===== config.mk =====
export PLATFORM = sky130hd
export DESIGN_NAME = bqe_cell
export DESIGN_NICKNAME = d
export VERILOG_FILES = /design/src/hdl/bqe_pkg.sv /design/src/hdl/bqe_cell.sv
export SDC_FILE = /design/constraint.sdc
export NUM_CORES = 2
export LEC_CHECK = 0
export BUFFER_PORTS_ARGS = -buffer_cell sky130_fd_sc_hd__buf_2
export CAP_MARGIN = 20
export CORE_MARGIN = 2
export CORE_UTILIZATION = 60
export CTS_CLUSTER_SIZE = 30
export DETAILED_ROUTE_END_ITERATION = 10
export MAX_ROUTING_LAYER = met4
export PLACE_DENSITY = 0.85
export SETUP_SLACK_MARGIN = 0.2
export SLEW_MARGIN = 20
export SYNTH_ARGS = -nofsm -noshare
export SYNTH_HDL_FRONTEND = slang
export SYNTH_SLANG_ARGS = --single-unit

===== constraint.sdc =====
create_clock -name clk -period 17.3 [get_ports clk]
set_input_delay 3.46 -clock clk [delete_from_list [all_inputs] [get_ports clk]]
set_output_delay 3.46 -clock clk [all_outputs]
set_load 0.02 [all_outputs]

===== src/hdl/bqe_pkg.sv =====
// Shared constants, codes and control types of the biquad cascade equalizer.
package bqe_pkg;

  localparam int SECTIONS_DEF    = 4;
  localparam int SAMPLE_BITS_DEF = 24;
  localparam int COEF_BITS_DEF   = 32;

  localparam int ACTION_W = 2;
  localparam int BAND_W   = 2;
  localparam int CIDX_W   = 3;

  // Coefficients per section, and the index of the last step of one section pass
  localparam int NCOEF     = 5;
  localparam int LAST_STEP = NCOEF + 1;
  localparam int STEP_W    = $clog2(LAST_STEP + 1);

  typedef enum logic [ACTION_W-1:0] {
    ACT_FILTER = 2'd0,
    ACT_COEF   = 2'd1,
    ACT_CLEAR  = 2'd2,
    ACT_NONE   = 2'd3
  } action_t;

  localparam logic [CIDX_W-1:0] COEF_B0 = 3'd0;
  localparam logic [CIDX_W-1:0] COEF_B1 = 3'd1;
  localparam logic [CIDX_W-1:0] COEF_B2 = 3'd2;
  localparam logic [CIDX_W-1:0] COEF_A1 = 3'd3;
  localparam logic [CIDX_W-1:0] COEF_A2 = 3'd4;

  // Control broadcast from the top level to every section cell
  typedef struct packed {
    logic                coef_wr;
    logic [BAND_W-1:0]   band;
    logic [CIDX_W-1:0]   coef_index;
    logic                clear;
  } cell_ctrl_t;

endpackage


===== src/hdl/bqe_cell.sv =====
// One biquad section: coefficients, history and a serial multiply-accumulate.
module bqe_cell #(
  parameter int SAMPLE_BITS = bqe_pkg::SAMPLE_BITS_DEF,
  parameter int COEF_BITS   = bqe_pkg::COEF_BITS_DEF,
  parameter int CELL_ID     = 0
) (
  input  logic                          clk,
  input  logic                          rst_n,
  input  bqe_pkg::cell_ctrl_t           ctrl,
  input  logic signed [COEF_BITS-1:0]   coef_value,
  input  logic                          start,
  input  logic signed [SAMPLE_BITS-1:0] x_in,
  output logic                          done,
  output logic signed [SAMPLE_BITS-1:0] y_out
);
  import bqe_pkg::*;

  localparam int PROD_W = SAMPLE_BITS + COEF_BITS;
  localparam int ACC_W  = PROD_W + 4;
  localparam int FRAC   = COEF_BITS - 4;

  localparam logic [STEP_W-1:0] STEP_LAST = STEP_W'(LAST_STEP);
  localparam logic [STEP_W-1:0] STEP_MAC  = STEP_W'(NCOEF);

  localparam logic signed [ACC_W-1:0] ROUND  = {{(ACC_W-1){1'b0}}, 1'b1} << (FRAC - 1);
  localparam logic signed [ACC_W-1:0] SAT_HI = {{(ACC_W-SAMPLE_BITS+1){1'b0}},
                                                {(SAMPLE_BITS-1){1'b1}}};
  localparam logic signed [ACC_W-1:0] SAT_LO = ~SAT_HI;
  localparam logic signed [COEF_BITS-1:0] UNITY = {{(COEF_BITS-1){1'b0}}, 1'b1} << FRAC;

  logic signed [COEF_BITS-1:0]   coef_r [NCOEF];
  logic signed [SAMPLE_BITS-1:0] x1_r, x2_r, y1_r, y2_r, xin_r, y_r;
  logic [STEP_W-1:0]             step_r;
  logic                          busy_r, done_r, sub_r;
  logic signed [PROD_W-1:0]      prod_r;
  logic signed [ACC_W-1:0]       acc_r;

  logic signed [COEF_BITS-1:0]   coef_sel;
  logic signed [SAMPLE_BITS-1:0] opnd_sel;
  logic signed [PROD_W-1:0]      prod_nxt;
  logic signed [ACC_W-1:0]       acc_nxt, shr;
  logic signed [SAMPLE_BITS-1:0] y_nxt;
  logic                          wr_here;

  assign wr_here = ctrl.coef_wr && (int'(ctrl.band) == CELL_ID);

  always_comb begin
    coef_sel = '0;
    opnd_sel = '0;
    case (step_r[CIDX_W-1:0])
      COEF_B0: begin coef_sel = coef_r[0]; opnd_sel = xin_r; end
      COEF_B1: begin coef_sel = coef_r[1]; opnd_sel = x1_r;  end
      COEF_B2: begin coef_sel = coef_r[2]; opnd_sel = x2_r;  end
      COEF_A1: begin coef_sel = coef_r[3]; opnd_sel = y1_r;  end
      COEF_A2: begin coef_sel = coef_r[4]; opnd_sel = y2_r;  end
      default: begin coef_sel = '0;        opnd_sel = '0;    end
    endcase
  end

  assign prod_nxt = coef_sel * opnd_sel;

  // Feedback terms enter with a minus sign
  assign acc_nxt = sub_r ? acc_r - ACC_W'(prod_r) : acc_r + ACC_W'(prod_r);

  assign shr = acc_r >>> FRAC;

  always_comb begin
    if (shr > SAT_HI) begin
      y_nxt = SAT_HI[SAMPLE_BITS-1:0];
    end else if (shr < SAT_LO) begin
      y_nxt = SAT_LO[SAMPLE_BITS-1:0];
    end else begin
      y_nxt = shr[SAMPLE_BITS-1:0];
    end
  end

  always_ff @(posedge clk) begin
    if (!rst_n) begin
      busy_r <= 1'b0;
      done_r <= 1'b0;
      step_r <= '0;
      x1_r   <= '0;
      x2_r   <= '0;
      y1_r   <= '0;
      y2_r   <= '0;
      for (int i = 0; i < NCOEF; i++) begin
        coef_r[i] <= (i == 0) ? UNITY : '0;
      end
    end else begin
      done_r <= 1'b0;
      if (wr_here) begin
        case (ctrl.coef_index)
          COEF_B0: coef_r[0] <= coef_value;
          COEF_B1: coef_r[1] <= coef_value;
          COEF_B2: coef_r[2] <= coef_value;
          COEF_A1: coef_r[3] <= coef_value;
          COEF_A2: coef_r[4] <= coef_value;
          default: ;
        endcase
      end
      if (ctrl.clear) begin
        x1_r <= '0;
        x2_r <= '0;
        y1_r <= '0;
        y2_r <= '0;
      end
      if (start) begin
        busy_r <= 1'b1;
        step_r <= '0;
        xin_r  <= x_in;
        acc_r  <= ROUND;
      end else if (busy_r) begin
        if (step_r < STEP_MAC) begin
          prod_r <= prod_nxt;
          sub_r  <= (step_r[CIDX_W-1:0] >= COEF_A1);
        end
        if (step_r != '0 && step_r <= STEP_MAC) begin
          acc_r <= acc_nxt;
        end
        if (step_r == STEP_LAST) begin
          // Round, saturate, shift history and hand the sample on
          y_r    <= y_nxt;
          x2_r   <= x1_r;
          x1_r   <= xin_r;
          y2_r   <= y1_r;
          y1_r   <= y_nxt;
          done_r <= 1'b1;
          busy_r <= 1'b0;
        end else begin
          step_r <= step_r + 1'b1;
        end
      end
    end
  end

  assign done  = done_r;
  assign y_out = y_r;

endmodule


# Yosys cells after proc, flatten, opt, wreduce, memory -nomap -nowiden
# Memories as Yosys holds them, arrays and structs flattened.
# Cells that the tools add are included.
# Widths: inputs -> output; s select.
[totals]
reg_bits = 266
latch_bits = 0
ram_bits = 160
mem_bits_ro = 0
inputBits = 66
out_inout_bits = 25
wordCells = 108
mem_count = 1
[memory_table]
columns = ["name", "words", "width", "read_ports", "rd_clocked_by_memory_dff", "wr", "line", "rtl"]
rows = [
  ["coef_r", 5, 32, 5, 0, 5, "bqe_cell.sv:31", "logic signed [COEF_BITS-1:0] coef_r [NCOEF];"],
]
[classes]
add_sub_neg = 3
n_mul = 1
div = 0
n_lt_le_gt_ge = 5
eq_ne = 9
n_shift = 0
n_mux = 53
n_bitwise = 9
reduce_logical = 15
[ops]
columns = ["cell", "n"]
rows = [
  ["$mux 24", 18],
  ["$mux 60", 3],
  ["$mux 32", 5],
  ["$pmux 32 s5", 1],
  ["$pmux 24 s5", 1],
  ["$add 60x56->60", 1],
  ["$sub 60x56->60", 1],
  ["$mul 32x24->56", 1],
  ["$gt 32x24->1 const B", 1],
  ["$lt 32x24->1 const B", 1],
  ["$mux 1", 25],
  ["$eq 3x2->1 const B", 4],
  ["$eq 3x3->1 const B", 3],
  ["$reduce_and 4->1", 2],
  ["$eq 3x1->1 const B", 2],
  ["$logic_not 3->1", 2],
  ["$or 1x1->1", 5],
  ["$not 1->1", 4],
  ["$reduce_and 2->1", 2],
  ["$reduce_bool 2->1", 2],
  ["$add 3x1->3 const B", 1],
  ["$ge 3x2->1 const B", 1],
  ["$le 3x3->1 const B", 1],
  ["$lt 3x3->1 const B", 1],
  ["other kinds (6)", 7],
]

# Longest topological paths before layout
[logic_depth]
ltp_word = 6
mapped_depth = 37

# Worst setup path after synthesis
# No wires, ideal clock.
[synth_path]
path_kind = "reg-to-reg"
from = "reg step_r[2]"
to = "reg prod_r[54] (data pin)"
arrival_ps = 8637
setup_slack_ps = 8401
path_stages_with_launch = 35
period_less_slack_ps = 8899
cell_sequence = "dfxtp_1 clkbuf_1 clkbuf_1 buf_1 inv_1 ha_1 clkbuf_1 clkbuf_1 a22oi_1 nand3_1 clkbuf_1 nand2_1 inv_1 fa_1 fa_1 inv_1 fa_1 inv_1 fa_1 fa_1 fa_1 inv_1 fa_1 inv_1 ha_1 nand3_1 or2_0 or4_1 a211oi_1 nor3_1 o21ai_1 o21ai_1 and3b_1 o21ai_1 xor2_1"
[synth_via]
elab_chain_cells = 3
word_cells_on_any_way = 8
[synth_rtl]
columns = ["item", "line", "rtl"]
rows = [
  ["from (decl)", "bqe_cell.sv:33", "logic [STEP_W-1:0] step_r;"],
  ["from (signal assigned)", "bqe_cell.sv:130", "step_r <= step_r + 1'b1;"],
  ["$eq 3x3->1, or another cell as far along", "bqe_cell.sv:50", "case (step_r[CIDX_W-1:0])"],
  ["$pmux 32 s5 or $pmux 24 s5 (tied branches)", "bqe_cell.sv:50", ""],
  ["$mul 32x24->56 *", "bqe_cell.sv:60", "assign prod_nxt = coef_sel * opnd_sel;"],
  ["named net prod_nxt[54]", "bqe_cell.sv:40", "logic signed [PROD_W-1:0] prod_nxt;"],
  ["to (signal assigned)", "bqe_cell.sv:114", "prod_r <= prod_nxt;"],
  ["to (decl)", "bqe_cell.sv:35", "logic signed [PROD_W-1:0] prod_r;"],
]
# The timed path passes the listed nets; every way through them passes the cells marked *.
# A chain may end at the register's enable or synchronous reset.

# Worst setup path after layout
[layout_path]
from = "reg step_r[0]"
to = "reg prod_r[48] (data pin)"
# The elaborated chain is that of the path after synthesis.

==> flow_summary_export.csv <==
group,metric,value,unit
cells_and_area,layout.cells.non_filler,5739,
timing,skew,0.03005,ns
drt,num_vias,35300,
logic_synthesis,ys_ff_latch,426,
floorplan,rows,101,
drt,vias_per_cell,6.151,
cells_and_area,utilization,0.6502,
cells_and_area,area_growth,6.822,%
setup_path,critPathLaunchType,"flop",
timing,slew_violations,0,
setup_path,cpMaxStageDelayCell,"fa_1",
placement,post-place-ws,6.979,ns
global_routing,grt_max_degree,92,
clock_network,cts.clk_slew.worst_paths,0.06,ns
floorplan,design.core.area,0.07620,mm^2
floorplan,dieArea,0.07954,mm^2
setup_path,worst-r2r-cell-count,30,
clock_network,cts_hold_buffers,0,
clock_network,cts_sinks,426,
timing,fin_crit_sh,0.6123,
timing,setup_viol,0,
timing,slew_headroom,0.1807,
status,status,"completed",
drt,drc,0,
logic_synthesis,synth_commonest_cells,"877 x inv_1, 784 x fa_1, 593 x nand2_1, 378 x nor2_1, 325 x edfxtp_1",
placement,routabilityCongestion,1.037,
setup_path,path_max_fanout,49,
setup_path,max_stage_delay,0.69,ns
clock_network,cts_tree,"built",
placement,dpl.hpwl,97610,um
timing,rsz0062_at_grt,"no",
timing,fin_tns_setup,0,ns
logic_synthesis,synth_cell_types,79,
clock_network,cts_buffers,42,
timing,worst_slack,6.707,ns
logic_synthesis,async_flop_share,0,
global_routing,track_usage,0.3486,
timing,hold_viol,0,
logic_synthesis,synth_top_area_frac,0.3384,
setup_path,end_kind,"flop",
setup_path,worstPathRequired,17.62,ns
placement,io_buffer_count,90,
worst_hold_path,min_from,"x2_r[19]",
clock_network,htreeDepth,2,
logic_synthesis,yosysMostFrequentCell,"inv_1",
floorplan,io_pins,91,
worst_hold_path,hold_path.class,"flop to flop",
floorplan,start_util,0.6087,
floorplan,die_w,282.0,um
drt,detail-route-antenna-nets,0,
logic_synthesis,ys_warn_count,0,
logic_synthesis,syn_inst,4685,
timing,period_needed,10.59,ns
global_routing,grt_pass1_vias,36760,
clock_network,cts-resized-gates,0,
drt,wirelength,131200,um
logic_synthesis,synth_edf_count,325,
clock_network,clockBufferDepth,3,
worst_hold_path,min_path_cells,1,
cells_and_area,drive_gt1_frac,0.06457,
logic_synthesis,post_synth.cell_area_avg,9.900,um^2
drt,first_iter_violations,3983,
setup_path,startpoint,"step_r[0]",
drt,dr.pass1.iters,9,
timing,max_freq,0.09440,GHz
global_routing,grt_pass1_wl,204400,um
logic_synthesis,synth_area_leader_cell,"fa_1",
clock_network,post-cts-setup-buffers,0,
clock_network,insertion_delay,0.59,ns
cells_and_area,nets,5739,
run,drv_cap,0,
logic_synthesis,synth_fp_nets,5750,
global_routing,gr-total-overflow,0,
logic_synthesis,synth.area.top_cells,"fa_1 34%, edfxtp_1 21%, inv_1 7.1%, ha_1 5.8%, nand2_1 4.8%",
setup_path,crit_type,"flop to flop",
setup_path,worstPathArrival,10.91,ns
clock_network,cts_root_buf,"clkbuf_16",
setup_path,critPathMostFrequentCell,"fa_1",
logic_synthesis,ys_seq_area_frac,0.2540,
drt,wl_per_cell,22.87,um
timing,worst_slew_pin_slew,1.221,ns
floorplan,die_h,282.0,um
logic_synthesis,netlist_area,0.04638,mm^2
logic_synthesis,synth_flop_cell,"edfxtp_1",
placement,dp.cells,5660,
global_routing,antenna_found_initial,3,
setup_path,r2r_start,"step_r[0]",
[final cells by class]
class,instances,area (um^2)
repair buffers,172,1086
clock buffers,53,1155
diodes,1,2.502
flip-flops and latches,426,11790
clock inverters,25,324.1
inverters,878,3296
fillers,5717,26660
well taps,1030,1289
multi-input cells,3154,30610
[final timing paths]
| kind | endpoint | slack [ns] |
|---|---|---|
| setup reg to reg | prod_r[48] | 6.71 |
| hold / removal | x2_r[19] | 0.48 |
| setup / recovery | prod_r[48] | 6.71 |
| hold reg to reg | x2_r[19] | 0.48 |
[cell usage in the layout (no fill, tap or decap), types with 44 or more instances in the layout]
cell         n
xor2_1      45
buf_4       81
a22o_1      92
ha_1       212
nand2_1    593
a22oi_1     60
xnor2_1    125
fa_1       784
o21a_1      60
and2_1      83
nor2_1     378
buf_2       90
edfxtp_1   325
dfxtp_1    100
a21o_1      63
inv_1      877
a222oi_1    45
a21oi_1    159
clkbuf_16   44
o21ai_0     57
[sequential cells by signal (all words and copies together) (netlist names)]
name / cells
prod_r: 56
acc_r: 60
sub_r: 1
y1_r: 24
y2_r: 24
y_out: 24
done: 1
step_r: 3
coef_r: 160
busy_r: 1
xin_r: 24
x2_r: 24
x1_r: 24
[critical path, delay by kind of cell, from the launching register on]
kind / cells / cell delay [ns]
adder cells (fa/ha/maj): 9 / 4.33
buffers and inverters: 9 / 2.21
AND/OR/NAND/NOR: 7 / 1.73
AO/OA/AOI/OAI: 4 / 1.21
XOR/XNOR: 1 / 0.42
flip-flops: 1 / 0.34
[stage by stage]
step	hold WS [ns]	instance area, um^2
global placement	0.4565	48030
detailed placement	0.4559	48060
global route	0.4951	49550
CTS	0.4779	49540
floorplan	0.4420	46380
finish	0.4809	49550
[cells by family after synthesis]
family	count (synthesis)	share of synthesized area
and+or+nand+nor	1259	0.1182
buffers and inverters	1105	0.08972
adders and majority gates	999	0.3964
AOI/OAI and AO/OA	723	0.1087
DFF	426	0.2540
xor gates and xnor gates	170	0.03210
muxes	3	0.0009172
[layer usage]
metal	track usage	wire (um)
met1	0.4247	46190
met4	0.1770	8332
met2	0.5437	60490
met3	0.08549	16220
met5	-	0
Power is not shown: default switching activity piles up to over one toggle a cycle in this logic, so the estimate is an artifact.
